$ cat config.mk
export PLATFORM = sky130hd
export DESIGN_NAME = dtq_cell
export DESIGN_NICKNAME = d
export VERILOG_FILES = /design/src/hdl/dtq_pkg.sv /design/src/hdl/dtq_cell.sv
export SDC_FILE = /design/constraint.sdc
export NUM_CORES = 1
export LEC_CHECK = 0
export ABC_AREA = 1
export BUFFER_PORTS_ARGS = -buffer_cell sky130_fd_sc_hd__buf_4
export CAP_MARGIN = 20
export CORE_ASPECT_RATIO = 0.7
export CORE_MARGIN = 1
export CORE_UTILIZATION = 45
export CTS_BUF_LIST = sky130_fd_sc_hd__clkbuf_4 sky130_fd_sc_hd__clkbuf_8 sky130_fd_sc_hd__clkbuf_16
export DETAILED_ROUTE_END_ITERATION = 6
export PLACE_DENSITY = 0.8
export SYNTH_ARGS = -nofsm -noshare
export SYNTH_HDL_FRONTEND = slang
export SYNTH_SLANG_ARGS = --single-unit
$ cat constraint.sdc
create_clock -name clk -period 2.9 [get_ports clk]
set_input_delay 0.58 -clock clk [delete_from_list [all_inputs] [get_ports clk]]
set_output_delay 0.58 -clock clk [all_outputs]
set_load 0.05 [all_outputs]
$ cat src/hdl/dtq_pkg.sv
package dtq_pkg;

  localparam int NumLevelsDef  = 4;
  localparam int QueueDepthDef = 8;
  localparam int NumTimersDef  = 16;

  localparam int TimeW = 48;
  localparam int OpW   = 3;
  localparam int IdW   = 8;
  localparam int TidW  = 4;
  localparam int PrioW = 2;

  localparam logic [OpW-1:0] OP_POST     = 3'd0;
  localparam logic [OpW-1:0] OP_EXP_ABS  = 3'd1;
  localparam logic [OpW-1:0] OP_EXP_REL  = 3'd2;
  localparam logic [OpW-1:0] OP_ARM      = 3'd3;
  localparam logic [OpW-1:0] OP_CANCEL   = 3'd4;
  localparam logic [OpW-1:0] OP_TICK     = 3'd5;
  localparam logic [OpW-1:0] OP_DISPATCH = 3'd6;

  localparam logic [1:0] KIND_ACK   = 2'd0;
  localparam logic [1:0] KIND_TASK  = 2'd1;
  localparam logic [1:0] KIND_TIMER = 2'd2;

  localparam logic [1:0] ST_OK    = 2'd0;
  localparam logic [1:0] ST_FULL  = 2'd1;
  localparam logic [1:0] ST_EMPTY = 2'd2;

  // Command broadcast along the timer cell chain.
  typedef struct packed {
    logic             set_exp;  // write expiry and disarm
    logic             arm;
    logic             disarm;   // cancel or fire of the addressed cell
    logic [5:0]       sel;      // addressed cell
    logic [TimeW-1:0] expiry;
    logic [PrioW-1:0] level;
  } dtq_cmd_t;

  // Best candidate travelling down the chain.
  typedef struct packed {
    logic             found;
    logic [5:0]       idx;
    logic [TimeW-1:0] expiry;
    logic [6:0]       order;
    logic [PrioW-1:0] level;
  } dtq_cand_t;

endpackage

$ cat src/hdl/dtq_cell.sv
module dtq_cell #(
  parameter int Index = 0
) (
  input  logic                    clk,
  input  logic                    rst,
  input  dtq_pkg::dtq_cmd_t       cmd,
  input  logic [dtq_pkg::TimeW-1:0] now,
  input  dtq_pkg::dtq_cand_t      cand_in,
  output dtq_pkg::dtq_cand_t      cand_out,
  output logic                    armed,
  output logic [6:0]              order,
  output logic [dtq_pkg::PrioW-1:0] level,
  input  logic [6:0]              seq,
  input  logic                    drop_valid,
  input  logic [6:0]              drop_order
);
  import dtq_pkg::*;

  logic [TimeW-1:0] expiry;
  logic             hit;
  logic             better;

  assign hit = (cmd.sel == 6'(Index));

  always_ff @(posedge clk) begin
    if (rst) begin
      armed  <= 1'b0;
      order  <= '0;
      level  <= '0;
      expiry <= '0;
    end else begin
      // Ranks above a removed timer close the gap.
      if (drop_valid && armed && !hit && order > drop_order) begin
        order <= order - 7'd1;
      end
      if (hit && cmd.set_exp) begin
        expiry <= cmd.expiry;
        armed  <= 1'b0;
        order  <= '0;
      end else if (hit && cmd.arm) begin
        armed <= 1'b1;
        level <= cmd.level;
        // A re-armed timer first leaves the ranks, so the count is one lower.
        order <= armed ? seq - 7'd1 : seq;
      end else if (hit && cmd.disarm) begin
        armed <= 1'b0;
        order <= '0;
      end
    end
  end

  always_comb begin
    better = armed && expiry <= now &&
             (!cand_in.found || expiry < cand_in.expiry ||
              (expiry == cand_in.expiry && order < cand_in.order));
    cand_out = cand_in;
    if (better) begin
      cand_out.found  = 1'b1;
      cand_out.idx    = 6'(Index);
      cand_out.expiry = expiry;
      cand_out.order  = order;
      cand_out.level  = level;
    end
  end
endmodule
After elaboration in Yosys (flattened, before gate mapping):

Index checks and enable logic that the tools add are counted.

* register bits: 58
* latch bits: 0
* bits in writable memories: 0
* ROM bits: 0
* input bits: 188
* output and inout port bits: 74
* word-level logic and storage cells: 37
* memories: 0

* add/subtract/negate cells: 2
* multiply operators: 0
* div/mod/pow operators: 0
* $lt $le $gt $ge: 4
* equality and inequality tests: 1
* shift operators: 0
* multiplexer cells: 7
* bitwise gates (word level): 1
* reductions and logical operators: 18

Operator list (count)
* 64-bit two-way mux: 1
* 48-bit equality test: 1
* 48-bit <= comparator: 1
* 48-bit less-than comparator: 1
* 7-bit two-way mux: 4
* 7-bit by 1-bit subtractor with 7-bit output, second input constant: 2
* 1-bit logical AND: 9
* 7-bit greater-than comparator: 1
* 7-bit less-than comparator: 1
* 6-bit logical NOT: 1
* 3-bit nonzero test: 1
* 1-bit logical NOT: 2
* 1-bit logical OR: 2
* 1-bit two-way mux: 2
* 2-bit AND reduction: 1
* 2-bit nonzero test: 1
* 2-bit OR reduction: 1
* 1-bit inverter: 1

Longest topological paths before layout:

* depth after elaboration: 7
* depth in mapped cells: 18
* depth with buffers taken out: 17

Least setup slack after synthesis:

No wires, ideal clock.

* path kind: flip-flop to output port
* from: register order[2]
* to: output port cand_out[53] (netlist name)
* data arrival time: 2.380 ns
* required time: 2.320 ns
* setup slack: -0.060 ns
* stages on the path, launching flop included: 15
* path buffers: 2
* cells stage by stage: dfxtp_1 > ha_1 > a21oi_1 > nand2_1 > nand2_1 > nand2_1 > nand2_1 > nand2_1 > nand2_1 > a21oi_1 > nand2_2 > buf_6 > buf_4 > nand4_1 > nand2_1

RTL lines
* start, declared: RTL line dtq_cell.sv:11 `output logic [6:0] order,`
* start signal, assigned: RTL line dtq_cell.sv:34 `order <= order - 7'd1;`
* start signal, assigned: RTL line dtq_cell.sv:44 `order <= armed ? seq - 7'd1 : seq;`
* end, declared: RTL line dtq_cell.sv:9 `output dtq_pkg::dtq_cand_t cand_out,`

==> reports/metrics.cfg <==
[sta]
post-route-period-util = 1.13
slew_viol_final = 0
finClkSkew_ps = 4.74
tightest_slew_ps = 733
period_minus_slack_ps = 3280
rsz0062_at_grt = yes
slew_headroom = 0.511
hold_violations = 0
max_freq_mhz = 305
finalWorstSetupSlack_ps = -376
setup_viol = 64

[power]
power.density_nw_per_um2 = 267
p_leak_uw = 0.00579
finalPower_uw = 2870
ir_worst_vdd_v = 0.000250

[final_layout]
nNetsFinal = 1602
n_antenna_cell = 0
drive_gt1_frac = 0.429
fillers = 894
area_growth_pct = 71.7
final_area_sq_um = 10700

[floorplan]
die_y_um = 101
boundaryPins = 262
dieArea_sq_um = 14400
start_util = 0.468
rows = 35
core_sq_um = 13400
dieWidth_um = 143

[route]
wl_um = 26500
avgRoutedWirePerCell_um = 17.8
dr.pass1.iters = 7
ant_nets = 0
vias = 8206
drcViolationCount = 0
viasPerCell = 5.50
drt_iter0_drc = 546

[yosys]
yosysTopAreaCell = ha_1
synth_edf_count = 0
ys_warn_count = 0
synthTopCellsByArea = ha_1 (22%), dfxtp_1 (19%), nand2_1 (16%)
synth_cell_types = 33
synth_fa_ha_area_frac = 0.222
async_flop_share = 0
synth_area_sq_um = 6250
synthSimpleGateAreaFrac = 0.335
synthFlopType = dfxtp_1
ys_ff_latch = 58
synth_fp_nets = 1309
syn_avg_cell_area_sq_um = 6.18
synth_compound_area_frac = 0.116
synth_top_family_by_area = simple AND/OR/NAND/NOR gates
synth_cells = 1010
yosysTopAreaCellShare = 0.222
seq_area_frac_synth = 0.186
synth_xor_area_frac = 0.00701
yosys-mux-area-fraction = 0

[setup_path]
cp.required_ps = 2320
crit_arrival_ps = 2700
start_kind = flip-flop
end_kind = output port
worstSetupPathType = reg -> out
crit_fanout = 10

[clocking]
ctsHoldBuffers = 0
cts_tree = done
cts_num_sinks = 58
cts_buffer_depth = 2
clk_pin_slew_ps = 60
clock-root-buffer = clkbuf_16
clk_latency_ps = 330
h-tree-depth = 3
cts_buffers = 9

[global_routing]
overflow = 0
grt_pass1_vias = 7546
grt_pass1_wl_um = 36400
antenna_found_initial = 0
gr-usage-all-layers = 0.325
grt_max_degree = 50

[run_status]
status = complete, but fails checks
violations = negative setup slack

[placement]
gp_congestion = 0.895
port_buffers = 261
dpl.hpwl_um = 16900
place_area_sq_um = 8570

[run]
cap_violations = 0

[min_path]
holdCritPathClass = in -> reg

==> synth_stat cells (all sizes together) (5+ instances only) <==
cell,number
a21oi,58
buf,21
clkbuf,19
dfxtp,58
ha,111
inv,161
nand2,270
nand3,11
nand4,65
nor2,140
nor3,7
o21a,5
o21ai,70
==> stage by stage <==
step / std cells / TNS, ps / hold slack, ps / setup slack, ps / utilization
2_1_floorplan: 1010 / 0 / 471 / 20.0 / -
4_1_cts: 1479 / -8990 / 461 / -177 / 0.720
3_3_place_gp: 1454 / -14670 / 518 / -251 / 0.642
5_1_grt: 1493 / -25310 / 468 / -456 / 0.803
6_report: 1493 / -19710 / 467 / -376 / 0.803
3_5_place_dp: 1454 / -16850 / 529 / -299 / 0.642
==> where the power goes <==
group / total (uW) / leakage [uW] / internal, uW / switching, uW
Combinational: 941 / 0.00516 / 437 / 504
Clock: 1120 / 0.000153 / 696 / 423
Sequential: 809 / 0.000483 / 800 / 8.96
Total: 2870 / 0.00579 / 1930 / 935
==> path summary, 6_finish.rpt <==
path / cells past startpoint / slack (ps) / start / to
max reg2reg: 10 / 760 / order[6]$_SDFFE_PP0P_ / order[3]$_SDFFE_PP0P_
max: 14 / -380 / expiry[31]$_SDFFE_PP0P_ / cand_out[44]
min: 3 / 470 / cmd[32] / expiry[30]$_SDFFE_PP0P_
min reg2reg: 2 / 500 / expiry[0]$_SDFFE_PP0P_ / expiry[0]$_SDFFE_PP0P_
==> worst max-delay path: stages, from the launching register on <==
cell	delay [ps]
dfxtp_1	390
ha_1	260
a21oi_1	190
o21ai_0	140
a21oi_1	180
nand2_1	100
nand2_1	90
nand3_2	90
nand2_4	130
buf_6	110
nand3_4	140
clkbuf_16	230
nand2_1	60
nand2_1	70
buf_6	160
==> kinds of logic after synthesis <==
group	after synthesis
compound gates	139
buf+inv	201
fa+ha+maj	111
simple gates	496
xor+xnor	5
flops	58
==> flip-flops by register name, summed over array words and instances, names as in the netlist <==
signal,count
armed,1
expiry,48
level,2
order,7
==> timing repair <==
action,in CTS,in global routing
setup endpoints to repair,64,64
pin swaps,43,71
resized for setup,155,230
cloned,5,9
buffers inserted,5,5
==> metal layers <==
| metal | global-route usage | up-vias | wire length [um] |
|---|---|---|---|
| met5 | 0 | - | 0 |
| met4 | 0.119 | 0 | 1140 |
| met3 | 0.0641 | 107 | 2560 |
| met1 | 0.412 | 3751 | 10400 |
| met2 | 0.547 | 498 | 12400 |
| li1 | - | 3850 | - |
==> layout by cell type, fill, tap and decap left out, types with 2 or more instances in the layout <==
master,instances
a21o_1,2
a21oi_1,47
a21oi_2,11
buf_12,12
buf_16,5
buf_4,222
buf_6,38
buf_8,37
clkbuf_16,16
clkinv_2,3
dfxtp_1,31
dfxtp_2,23
dfxtp_4,4
ha_1,83
ha_4,28
inv_1,139
inv_2,19
inv_4,3
nand2_1,161
nand2_2,81
nand2_4,28
nand3_1,5
nand3_2,4
nand3_4,3
nand4_1,65
nor2_1,125
nor2_2,9
nor2_4,6
nor3_1,3
nor3_2,3
o21a_1,5
o21ai_0,63
o21ai_1,7
xnor2_1,4
==> area by class of cell <==
class | instances | area [sq um] | share of cell area
inverters | 161 | 612 | 0.0570
well taps | 185 | 231 | 0.0216
multi-input cells | 752 | 5170 | 0.482
flip-flops and latches | 58 | 1200 | 0.112
repair buffers | 321 | 3200 | 0.299
clock inverters | 5 | 53.8 | 0.00502
clock buffers | 11 | 246 | 0.0230
Note: power is estimated with default switching activity, not from simulation.
